[src/design/assert_macros.svh]
`ifndef ASSERT_MACROS_SVH
`define ASSERT_MACROS_SVH

// same-cycle implication under synchronous reset
`define ASSERT_SAME(label, clk, rst_n, ante, cons) \
  label: assert property (@(posedge clk) disable iff (!rst_n) (ante) |-> (cons)) \
    else $error("assertion failed");

// next-cycle implication under synchronous reset
`define ASSERT_NEXT(label, clk, rst_n, ante, cons) \
  label: assert property (@(posedge clk) disable iff (!rst_n) (ante) |=> (cons)) \
    else $error("assertion failed");

`endif

[src/design/fct_pkg.sv]
`timescale 1ns / 1ps

package fct_pkg;

  localparam int IV_W    = 32;
  localparam int PREV_W  = 27;
  localparam int SCORE_W = 9;
  localparam int PRED_W  = 32;
  localparam int VB_W    = 30;
  localparam int DEV_W   = 8;

  localparam logic [IV_W-1:0]    MIN_INTERVAL   = 32'd2000000;
  localparam logic [IV_W-1:0]    MAX_INTERVAL   = 32'd100000000;
  localparam logic [SCORE_W-1:0] STABLE_LEVEL   = 9'd224;
  localparam logic [SCORE_W-1:0] FULL_SCORE     = 9'd256;
  localparam logic [SCORE_W-1:0] NEUTRAL_SCORE  = 9'd128;
  localparam logic [24:0]        MIN_PREDICTION = 25'd100000;
  localparam logic [VB_W-1:0]    VBLANK_RESET   = 30'd16666666;

  typedef enum logic [3:0] {
    ST_IDLE,
    ST_CHECK,
    ST_CMP,
    ST_DIV,
    ST_SCORE,
    ST_PRED_MAG,
    ST_PRED_DELTA,
    ST_PRED_ADD,
    ST_CLAMP,
    ST_FINISH
  } fct_state_t;

  typedef struct packed {
    logic              start;
    logic [PREV_W-1:0] num;
    logic [PREV_W-1:0] den;
  } fct_div_req_t;

  typedef struct packed {
    logic             done;
    logic [DEV_W-1:0] quo;
  } fct_div_rsp_t;

endpackage

[src/design/fct_div.sv]
`timescale 1ns / 1ps

module fct_div
  import fct_pkg::*;
(
  input  logic         clk,
  input  logic         rst_n,
  input  fct_div_req_t req,
  output fct_div_rsp_t rsp
);

  localparam int CNT_W = $clog2(DEV_W);

  logic              busy_r;
  logic              done_r;
  logic [CNT_W-1:0]  cnt_r;
  logic [PREV_W:0]   rem_r;
  logic [PREV_W-1:0] den_r;
  logic [DEV_W-1:0]  quo_r;
  logic [PREV_W:0]   rem_sh;
  logic              fits;

  // restoring division, one quotient bit per cycle
  always_comb begin
    rem_sh = {rem_r[PREV_W-1:0], 1'b0};
    fits   = rem_sh >= {1'b0, den_r};
  end

  always_ff @(posedge clk) begin
    if (!rst_n) begin
      busy_r <= 1'b0;
      done_r <= 1'b0;
      cnt_r  <= '0;
    end else begin
      done_r <= 1'b0;
      if (req.start) begin
        busy_r <= 1'b1;
        cnt_r  <= '0;
      end else if (busy_r) begin
        cnt_r <= cnt_r + 1'b1;
        if (cnt_r == CNT_W'(DEV_W - 1)) begin
          busy_r <= 1'b0;
          done_r <= 1'b1;
        end
      end
    end
  end

  always_ff @(posedge clk) begin
    if (req.start) begin
      rem_r <= {1'b0, req.num};
      den_r <= req.den;
      quo_r <= '0;
    end else if (busy_r) begin
      rem_r <= fits ? rem_sh - {1'b0, den_r} : rem_sh;
      quo_r <= {quo_r[DEV_W-2:0], fits};
    end
  end

  assign rsp.done = done_r;
  assign rsp.quo  = quo_r;

endmodule

[src/design/frame_cadence_and_render_time_tracker.sv]
`timescale 1ns / 1ps
`include "assert_macros.svh"
// frame cadence and render time tracker
// in channel: one item per completed frame; in_tdata carries the
// presentation interval and the measured render time, in_tuser flags that
// the render time is valid
// out channel: one item per input item with the stability score, the
// stable flag and the predicted render time
// cfg port: cfg_wr_en writes the refresh period; write only while idle
// steps: an accepted item goes through the check and prediction steps; a
// valid interval after a valid one adds the compare and score steps, and the
// bit-serial divider (one quotient bit per cycle) when the deviation is
// below the previous interval; updating an existing prediction adds the
// delta, add and clamp steps; one item is handled at a time, and the next
// item can be accepted in the cycle after the previous result is loaded
// reset: stability 128, no previous interval, no prediction, refresh
// period 16666666 ns
// stall: a result waits in the output register while out_tready is low;
// a following item is processed up to its final step and then held until
// the output register frees

module frame_cadence_and_render_time_tracker
  import fct_pkg::*;
(
  input  logic            clk,
  input  logic            rst_n,
  input  logic            in_tvalid,
  output logic            in_tready,
  input  logic [63:0]     in_tdata,   // interval_ns, render_ns
  input  logic            in_tuser,   // render_valid
  output logic            out_tvalid,
  input  logic            out_tready,
  output logic [47:0]     out_tdata,  // stability, stable, predicted_render_ns
  input  logic            cfg_wr_en,
  input  logic [VB_W-1:0] cfg_wr_data
);

  fct_state_t state_r, state_nxt;

  logic [VB_W-1:0]    vb_r;
  logic [IV_W-1:0]    iv_r;
  logic               rv_r;
  logic [PRED_W-1:0]  rn_r;
  logic [PREV_W-1:0]  prev_r;
  logic [PREV_W-1:0]  prev_old_r;
  logic [PREV_W-1:0]  diff_r;
  logic [SCORE_W-1:0] sample_r;
  logic [SCORE_W-1:0] stab_r;
  logic [PRED_W-1:0]  pred_r;
  logic               rise_r;
  logic [PRED_W-1:0]  mag_r;
  logic [PRED_W:0]    delta_r;
  logic [PRED_W:0]    upd_r;
  logic               out_valid_r;
  logic [47:0]        out_data_r;

  fct_div_req_t div_req;
  fct_div_rsp_t div_rsp;

  logic [11:0]        score_up;
  logic [SCORE_W:0]   score_dn;
  logic [SCORE_W-1:0] score_new;
  logic [9:0]         s_prod;
  logic [2:0]         s_val;
  logic [4:0]         s_mask;
  logic [PRED_W:0]    d_sum;
  logic [PRED_W:0]    d_shift;
  logic [24:0]        lo_val;
  logic [PRED_W-1:0]  hi_val;
  logic               iv_bad;
  logic               load_out;

  fct_div u_div (
    .clk   (clk),
    .rst_n (rst_n),
    .req   (div_req),
    .rsp   (div_rsp)
  );

  always_comb begin
    iv_bad    = (iv_r < MIN_INTERVAL) || (iv_r > MAX_INTERVAL);
    score_up  = {stab_r, 3'b000} - 12'(stab_r) + 12'(sample_r);
    score_dn  = ({1'b0, stab_r} + {1'b0, sample_r}) >> 1;
    score_new = (sample_r > stab_r) ? score_up[11:3] : score_dn[SCORE_W-1:0];
    s_prod    = {stab_r, 1'b0} + 10'(stab_r);
    s_val     = 3'd1 + 3'(s_prod[9:8]);
    s_mask    = (5'd1 << s_val) - 5'd1;
    if (rise_r) begin
      d_sum   = {1'b0, mag_r} + 33'd1;
      d_shift = (s_val > 3'd2) ? (d_sum >> 2) : (d_sum >> 1);
    end else begin
      d_sum   = {1'b0, mag_r} + 33'(s_mask);
      d_shift = d_sum >> s_val;
    end
    lo_val = (25'(vb_r >> 5) < MIN_PREDICTION) ? MIN_PREDICTION : 25'(vb_r >> 5);
    hi_val = {vb_r, 2'b00};
  end

  always_comb begin
    state_nxt     = state_r;
    in_tready     = 1'b0;
    load_out      = 1'b0;
    div_req.start = 1'b0;
    div_req.num   = diff_r;
    div_req.den   = prev_old_r;
    unique case (state_r)
      ST_IDLE: begin
        in_tready = 1'b1;
        if (in_tvalid) begin
          state_nxt = ST_CHECK;
        end
      end
      ST_CHECK: begin
        if (iv_bad || prev_r == '0) begin
          state_nxt = ST_PRED_MAG;
        end else begin
          state_nxt = ST_CMP;
        end
      end
      ST_CMP: begin
        if (diff_r >= prev_old_r) begin
          state_nxt = ST_SCORE;
        end else begin
          div_req.start = 1'b1;
          state_nxt     = ST_DIV;
        end
      end
      ST_DIV: begin
        if (div_rsp.done) begin
          state_nxt = ST_SCORE;
        end
      end
      ST_SCORE:      state_nxt = ST_PRED_MAG;
      ST_PRED_MAG: begin
        if (!rv_r || rn_r == '0 || pred_r == '0) begin
          state_nxt = ST_FINISH;
        end else begin
          state_nxt = ST_PRED_DELTA;
        end
      end
      ST_PRED_DELTA: state_nxt = ST_PRED_ADD;
      ST_PRED_ADD:   state_nxt = ST_CLAMP;
      ST_CLAMP:      state_nxt = ST_FINISH;
      ST_FINISH: begin
        if (!out_valid_r || out_tready) begin
          load_out  = 1'b1;
          state_nxt = ST_IDLE;
        end
      end
      default:       state_nxt = ST_IDLE;
    endcase
  end

  always_ff @(posedge clk) begin
    if (!rst_n) begin
      state_r <= ST_IDLE;
    end else begin
      state_r <= state_nxt;
    end
  end

  always_ff @(posedge clk) begin
    if (!rst_n) begin
      vb_r        <= VBLANK_RESET;
      prev_r      <= '0;
      stab_r      <= NEUTRAL_SCORE;
      pred_r      <= '0;
      out_valid_r <= 1'b0;
    end else begin
      if (cfg_wr_en) begin
        vb_r <= cfg_wr_data;
      end
      if (load_out) begin
        out_valid_r <= 1'b1;
      end else if (out_tready) begin
        out_valid_r <= 1'b0;
      end
      unique case (state_r)
        ST_CHECK: begin
          if (iv_bad) begin
            stab_r <= NEUTRAL_SCORE;
            prev_r <= '0;
          end else begin
            prev_r <= iv_r[PREV_W-1:0];
          end
        end
        ST_SCORE: stab_r <= score_new;
        ST_PRED_MAG: begin
          if (rv_r && rn_r != '0 && pred_r == '0) begin
            pred_r <= rn_r;
          end
        end
        ST_CLAMP: begin
          if (upd_r < 33'(lo_val)) begin
            pred_r <= 32'(lo_val);
          end else if (upd_r > {1'b0, hi_val}) begin
            pred_r <= hi_val;
          end else begin
            pred_r <= upd_r[PRED_W-1:0];
          end
        end
        default: begin
        end
      endcase
    end
  end

  always_ff @(posedge clk) begin
    if (in_tvalid && in_tready) begin
      iv_r <= in_tdata[31:0];
      rn_r <= in_tdata[63:32];
      rv_r <= in_tuser;
    end
    if (state_r == ST_CHECK) begin
      prev_old_r <= prev_r;
      diff_r     <= (iv_r[PREV_W-1:0] > prev_r) ? iv_r[PREV_W-1:0] - prev_r
                                                : prev_r - iv_r[PREV_W-1:0];
    end
    if (state_r == ST_CMP) begin
      sample_r <= '0;
    end
    if (state_r == ST_DIV && div_rsp.done) begin
      sample_r <= FULL_SCORE - {1'b0, div_rsp.quo};
    end
    if (state_r == ST_PRED_MAG) begin
      rise_r <= rn_r > pred_r;
      mag_r  <= (rn_r > pred_r) ? rn_r - pred_r : pred_r - rn_r;
    end
    if (state_r == ST_PRED_DELTA) begin
      delta_r <= d_shift;
    end
    if (state_r == ST_PRED_ADD) begin
      upd_r <= rise_r ? {1'b0, pred_r} + delta_r : {1'b0, pred_r} - delta_r;
    end
    if (load_out) begin
      out_data_r <= {6'b000000, pred_r, stab_r >= STABLE_LEVEL, stab_r};
    end
  end

  assign out_tvalid = out_valid_r;
  assign out_tdata  = out_data_r;

  `ASSERT_SAME(a_div_done_in_div, clk, rst_n, div_rsp.done, state_r == ST_DIV)
  `ASSERT_SAME(a_stab_range, clk, rst_n, 1'b1, stab_r <= FULL_SCORE)
  `ASSERT_NEXT(a_accept_check, clk, rst_n, in_tvalid && in_tready, state_r == ST_CHECK)

endmodule

[config.mk]
export PLATFORM = sky130hd
export DESIGN_NAME = frame_cadence_and_render_time_tracker
export DESIGN_NICKNAME = d
export VERILOG_FILES = /design/src/design/fct_pkg.sv /design/src/design/fct_div.sv /design/src/design/frame_cadence_and_render_time_tracker.sv
export VERILOG_INCLUDE_DIRS = /design/src /design/src/design
export SDC_FILE = /design/constraint.sdc
export NUM_CORES = 1
export LEC_CHECK = 0
export ABC_AREA = 1
export BUFFER_PORTS_ARGS = -buffer_cell sky130_fd_sc_hd__buf_2
export CAP_MARGIN = 10
export CORE_MARGIN = 2
export CORE_UTILIZATION = 40
export DETAILED_ROUTE_END_ITERATION = 8
export HOLD_SLACK_MARGIN = 0.1
export SKIP_CTS_REPAIR_TIMING = 1
export SYNTH_ARGS = -nofsm -noshare
export SYNTH_HDL_FRONTEND = slang
export SYNTH_HIERARCHICAL = 1
export SYNTH_SLANG_ARGS = --single-unit
export TNS_END_PERCENT = 1
[constraint.sdc]
create_clock -name clk -period 7.4 [get_ports clk]
set_input_delay 1.48 -clock clk [delete_from_list [all_inputs] [get_ports clk]]
set_output_delay 1.48 -clock clk [all_outputs]
set_load 0.005 [all_outputs]
==> results of run 1 <==
[metrics by stage]
stage	setup slack, ns	power (uW)	area [sq um]	std cells	hold slack (ns)
5_1_grt	2.01	10000	37200	5673	0.479
3_3_place_gp	2.63	6820	35400	5575	0.434
4_1_cts	2.58	9500	37200	5673	0.457
6_report	2.50	9510	37200	5674	0.455
3_5_place_dp	2.58	6820	35400	5575	0.444
2_1_floorplan	0.882	5680	33700	4444	0.426
[flip-flops by register name, indices dropped and copies added (netlist names), 30 cells and up]
register / flops
vb_r: 30
delta_r: 32
out_tdata: 42
iv_r: 32
mag_r: 32
pred_r: 32
rn_r: 32
upd_r: 33
[worst max-delay path, stage by stage (launching register included)]
cell      delay (ns)
dfxtp_1         0.47
inv_1           0.16
ha_1            0.30
inv_1           0.05
a21o_1          0.15
a221oi_1        0.31
nand2_1         0.08
nand2_1         0.06
nand2_1         0.05
buf_4           0.25
inv_1           0.82
nor2_1          0.08
ha_1            0.40
nand2_1         0.13
nor3_1          0.25
nand2_1         0.11
nand2_1         0.24
nand2_1         0.12
o21ai_1         0.20
nand3_1         0.11
nand3_1         0.14
nand3_1         0.08
[cells in the final DEF (no fill, tap or decap), drive strengths merged, types with 65 or more instances in the layout]
cell type / n
o21ai: 298
edfxtp: 322
nor3: 65
xor2: 116
nor2: 290
xnor2: 67
a21oi: 415
buf: 176
dfxtp: 116
clkbuf: 77
nand4: 95
inv: 682
nand2: 929
nand3: 396
ha: 301
[metal layers]
layer | vias up | GRT usage [%]
li1 | 15200 | -
met1 | 14600 | 35.5
met2 | 952 | 45.5
met3 | 242 | 3.10
met4 | 2 | 10.1
met5 | - | 0
[final timing paths]
kind | start | to | slack (ns) | cells past startpoint
worst max-delay path | stab_r[4] | delta_r[22] | 2.50 | 21
worst min-delay path | prev_old_r[3] | u_div/den_r[3] | 0.46 | 0
worst max register to register | stab_r[4] | delta_r[22] | 2.50 | 21
worst min register to register | prev_old_r[3] | u_div/den_r[3] | 0.46 | 0
[cell type report]
type                       count  share of cell area, %
timing repair buffer         176                   2.59
multi-input combinational   3201                   49.9
clock inverter                21                  0.616
inverter                     680                   6.87
tap                         1080                   3.63
sequential                   438                   32.3
antenna                        1                0.00673
clock buffer                  77                   4.14
[where the power goes]
| part | total (uW) | switching (uW) | internal [uW] |
|---|---|---|---|
| registers | 3450 | 353 | 3100 |
| logic | 3400 | 2340 | 1050 |
| clock network | 2660 | 1100 | 1560 |
[logic make-up after synthesis]
kind of cell | after synthesis | share of synthesized area [%]
simple gates | 1840 | 24.0
other cells | 1 | 0.0112
compound gates | 848 | 13.8
fa+ha+maj | 316 | 12.1
buf+inv | 805 | 9.38
xor+xnor | 183 | 4.77
mux | 7 | 0.208
flops | 438 | 35.7
==> flow_summary_export.csv, run 1 <==
group,metric,value,unit
power,vdd_drop_max,0.000179,V
synthesis,synthesis.area,0.0336,sq mm
critical_path,worst_setup_path_end_kind,"flip-flop",
layout,multi_input_area,0.0185,sq mm
critical_path,path_class,"flip-flop to flip-flop",
synthesis,synth.avg_cell_area,7.58,sq um
place,place.gp.congestion,1.02,
synthesis,synth_top_area_share,28.8,%
detailed_routing,routed.top_layer,"met5",
detailed_routing,dr_wl_met2,55000,um
layout,syn2layout_area_growth,10.6,%
global_routing,grt_max_degree,84,
synthesis,synth.most_common_cell,"nand2_1",
global_routing,grt_pass1_wl,178000,um
detailed_routing,post_drt_wl_per_cell,20.8,um
run_status,outcome,"finished, final reports clean",
place,port_buffers,143,
floorplan,start_util,40.3,%
power,power_leakage,0.0166,uW
floorplan,std_cell_rows,106,
cts,clk_latency,0.62,ns
layout,fin_nets,4965,
global_routing,grt_pass1_vias,29500,
detailed_routing,ant_nets,0,
cts,root_buffer,"clkbuf_16",
critical_path,critPathRequiredTime,7.75,ns
layout,drive_above_1_share,7.49,%
global_routing,grt-ovfl-total,0,
cts,clk_path_buf_depth,3,
synthesis,ys_ff_latch,438,
critical_path,critPathLaunchType,"flip-flop",
detailed_routing,vias_per_cell,5.47,
timing,period_share,66.2,%
place,hpwl,96100,um
synthesis,ys_seq_area_share,35.7,%
synthesis,async_flop_share,0,%
timing,tns,0,ns
critical_path,path_max_fanout,36,
detailed_routing,drcViolationCount,0,
global_routing,grt_usage,27.0,%
detailed_routing,drtIter0Drc,2698,
floorplan,die_w,294,um
timing,worst_pin_slew,1.08,ns
detailed_routing,wl_met1,51700,um
timing,fin_crit,4.90,ns
floorplan,dieArea,0.0864,sq mm
synthesis,synth.largest_area_cell,"edfxtp_1",
layout,regArea,0.0120,sq mm
cts,cts_tree,"yes",
synthesis,yosysUniqueCellTypes,67,
synthesis,synth.area.top_cells,"edfxtp_1, ha_1, nand2_1, inv_1, dfxtp_1",
critical_path,crit_arrival,5.25,ns
cts,clock-sinks,438,
cts,htreeDepth,2,
cts,clkTransAtPathRegs,0.06,ns
timing,maxSlewViolCount,0,
synthesis,synth_warnings,6,
timing,setup_viol,0,
floorplan,die_h,294,um
floorplan,pin_count,150,
worst_hold_path,worstHoldPathType,"flip-flop to flip-flop",
detailed_routing,routed_wl,118000,um
synthesis,synth_edf_count,322,
job,drv_cap,0,
layout,final_util,44.6,%
timing,finClkSkew,0.0247,ns
cts,numCtsBuffers,52,
layout,fillers,8482,
detailed_routing,wl_met3,6490,um
floorplan,coreArea,0.0834,sq mm
global_routing,antenna_found_initial,3,
detailed_routing,drt_pass1_iterations,6,
timing,timing.fmax,204,MHz
synthesis,synth_flop_cell,"edfxtp_1",
power,power.density,256,mW/mm^2
detailed_routing,vias,31000,
synthesis,synthCells,4438,
timing,max-slew-margin-rel,28.0,%
timing,rsz0062_at_grt,"false",
synthesis,synth_common_cells,"nand2_1, inv_1, a21oi_1",
timing,hold_violations,0,
Power figures use the tool's default switching activity.
==> run 2: changes to the inputs <==
==> constraint.sdc (replaced) <==
create_clock -name clk -period 4.5 [get_ports clk]
set_input_delay 0.9 -clock clk [delete_from_list [all_inputs] [get_ports clk]]
set_output_delay 0.9 -clock clk [all_outputs]
set_load 0.005 [all_outputs]
==> flow_summary_export.csv, run 2 (same netlist as run 1, synthesis figures left out) <==
group,metric,value,unit
run_status,outcome,"finished, final reports clean",
floorplan,die_w,294,um
critical_path,r2r-start,"delta_r[0]",
critical_path,r2r_end,"upd_r[28]",
layout,fin_nets,4994,
detailed_routing,vias_per_cell,5.43,
critical_path,critPathRequiredTime,4.85,ns
detailed_routing,ant_nets,0,
timing,tns,0,ns
floorplan,pin_count,150,
worst_hold_path,hold_end,"rn_r[14]",
detailed_routing,drcViolationCount,0,
job,drv_cap,0,
cts,clk_path_buf_depth,3,
power,clkPwrFrac,27.5,%
layout,drive_above_1_share,8.10,%
power,p_sw,6250,uW
timing,hold_violations,0,
critical_path,path_max_fanout,4,
layout,regArea,0.0120,sq mm
critical_path,path_class,"flip-flop to flip-flop",
critical_path,worst_setup_path_end_kind,"flip-flop",
cts,root_buffer,"clkbuf_16",
floorplan,std_cell_rows,106,
place,port_buffers,143,
detailed_routing,drt_pass1_iterations,6,
global_routing,grtUsageMet1,36.1,%
layout,syn2layout_area_growth,11.1,%
power,p_total,15700,uW
detailed_routing,drtIter0Drc,2678,
critical_path,crit_arrival,4.48,ns
layout,layout_common_cells,"nand2_1, inv_1, a21oi_1",
critical_path,crit_buf_inv,1,
power,seqPwrFrac,36.1,%
floorplan,dieArea,0.0864,sq mm
timing,worst_pin_slew,1.02,ns
critical_path,r2r_setup_slack,0.37,ns
detailed_routing,routed_wl,118000,um
timing,period_share,91.8,%
layout,final_common_cell,"nand2_1",
floorplan,start_util,40.3,%
critical_path,cp_common_cell,"nand3_1",
place,place.gp.congestion,0.998,
floorplan,coreArea,0.0834,sq mm
detailed_routing,post_drt_wl_per_cell,20.6,um
power,power_leakage,0.0167,uW
worst_hold_path,worstHoldPathType,"input port to flip-flop",
floorplan,die_h,294,um
layout,fillers,8483,
timing,rsz0062_at_grt,"false",
critical_path,slowest_stage,"nor4_1",
place,place_ws,0.335,ns
cts,clkTransAtPathRegs,0.07,ns
cts,numCtsBuffers,52,
global_routing,grt_pass1_vias,29700,
layout,diodes,0,
layout,largest_reg_flops,42,
detailed_routing,vias,30900,
critical_path,cpLargestDelayFamily,"simple AND/OR/NAND/NOR gates",
timing,fin_crit,4.13,ns
power,power_frac_comb,36.3,%
critical_path,critPathLaunchType,"flip-flop",
power,vdd_drop_max,0.000304,V
cts,clk_latency,0.63,ns
timing,timing.fmax,242,MHz
power,intPower,9410,uW
power,p_sw_share,39.9,%
global_routing,grt_max_degree,83,
layout,final_util,44.8,%
cts,cts_tree,"yes",
global_routing,grt_pass1_wl,179000,um
global_routing,grt_usage,27.0,%
worst_hold_path,hold_depth,1,
global_routing,grt.met2_usage,44.7,%
worst_hold_path,min_from,"in_tdata[46]",
timing,finClkSkew,0.0277,ns
critical_path,crit_chain,"inv_1 -> ha_1 -> nand2_1 -> nor3_2 -> nand3_1 -> nor3_2 -> nand3_1 -> nor2_1 -> nand4_1 -> o31ai_2 -> xnor2_1 -> ha_1 -> nand2_1 -> nor4_1 -> nand3_1 -> nand3_1 -> a21oi_1 -> xnor2_1",
critical_path,reg2regPathDepth,18,
power,power.density,419,mW/mm^2
global_routing,grt.busiest_layer,"met2",
global_routing,met3_usage,3.06,%
cts,htreeDepth,2,
global_routing,antenna_found_initial,3,
timing,worst_slack,0.369,ns
critical_path,cpPeakStageDelay,0.61,ns
place,hpwl,96300,um
layout,multi_input_area,0.0186,sq mm
timing,maxSlewViolCount,0,
global_routing,grt-ovfl-total,0,
timing,max-slew-margin-rel,32.2,%
timing,setup_viol,0,
cts,clock-sinks,438,
## run 2: cell count changes in the layout (fill, tap and decap cells not counted), sizes merged
cell / delta
buf: +29
bufinv: +3
clkbuf: -15
clkinv: +6
clkinvlp: +4
diode: -1
inv: -2
## run 2: power groups by stage
stage	Clock [uW]	Sequential [uW]	Combinational (uW)
4_1_cts	4400	5650	5620
2_1_floorplan	0	5440	3890
5_1_grt	4550	5690	6320
3_3_place_gp	0	5730	5570
3_5_place_dp	0	5730	5590
6_report	4310	5660	5690
## run 2: worst max-delay path by stage
stage / start / end / depth (start not counted)
final: delta_r[0] / upd_r[28] / 18
after global routing: stab_r[7] / delta_r[28] / 20
after CTS: delta_r[0] / upd_r[31] / 22
after floorplan: out_tready / out_tdata[0] / 2
after global placement: delta_r[0] / upd_r[31] / 22
after detailed placement: delta_r[0] / upd_r[31] / 22
## run 2: stage by stage
stage	cells	hold slack, ns	area, sq um
4_1_cts	5697	0.409	37300
5_1_grt	5698	0.419	37400
6_report	5698	0.442	37400
2_1_floorplan	4444	0.426	33700
3_5_place_dp	5603	0.443	35600
3_3_place_gp	5603	0.432	35600
## run 2: area by class of cell
class | instances | area share [%]
multi-input cells | 3201 | 49.7
flip-flops and latches | 438 | 32.1
inverters | 680 | 6.83
clock buffers | 62 | 3.66
well taps | 1080 | 3.62
repair buffers | 205 | 3.16
clock inverters | 32 | 0.947
## run 2: metal layers
| metal | part of all wire (%) | up-vias |
|---|---|---|
| li1 | - | 15200 |
| met1 | 44 | 14500 |
| met5 | 0.0085 | - |
| met2 | 46 | 983 |
| met4 | 4.3 | 2 |
| met3 | 5.4 | 235 |
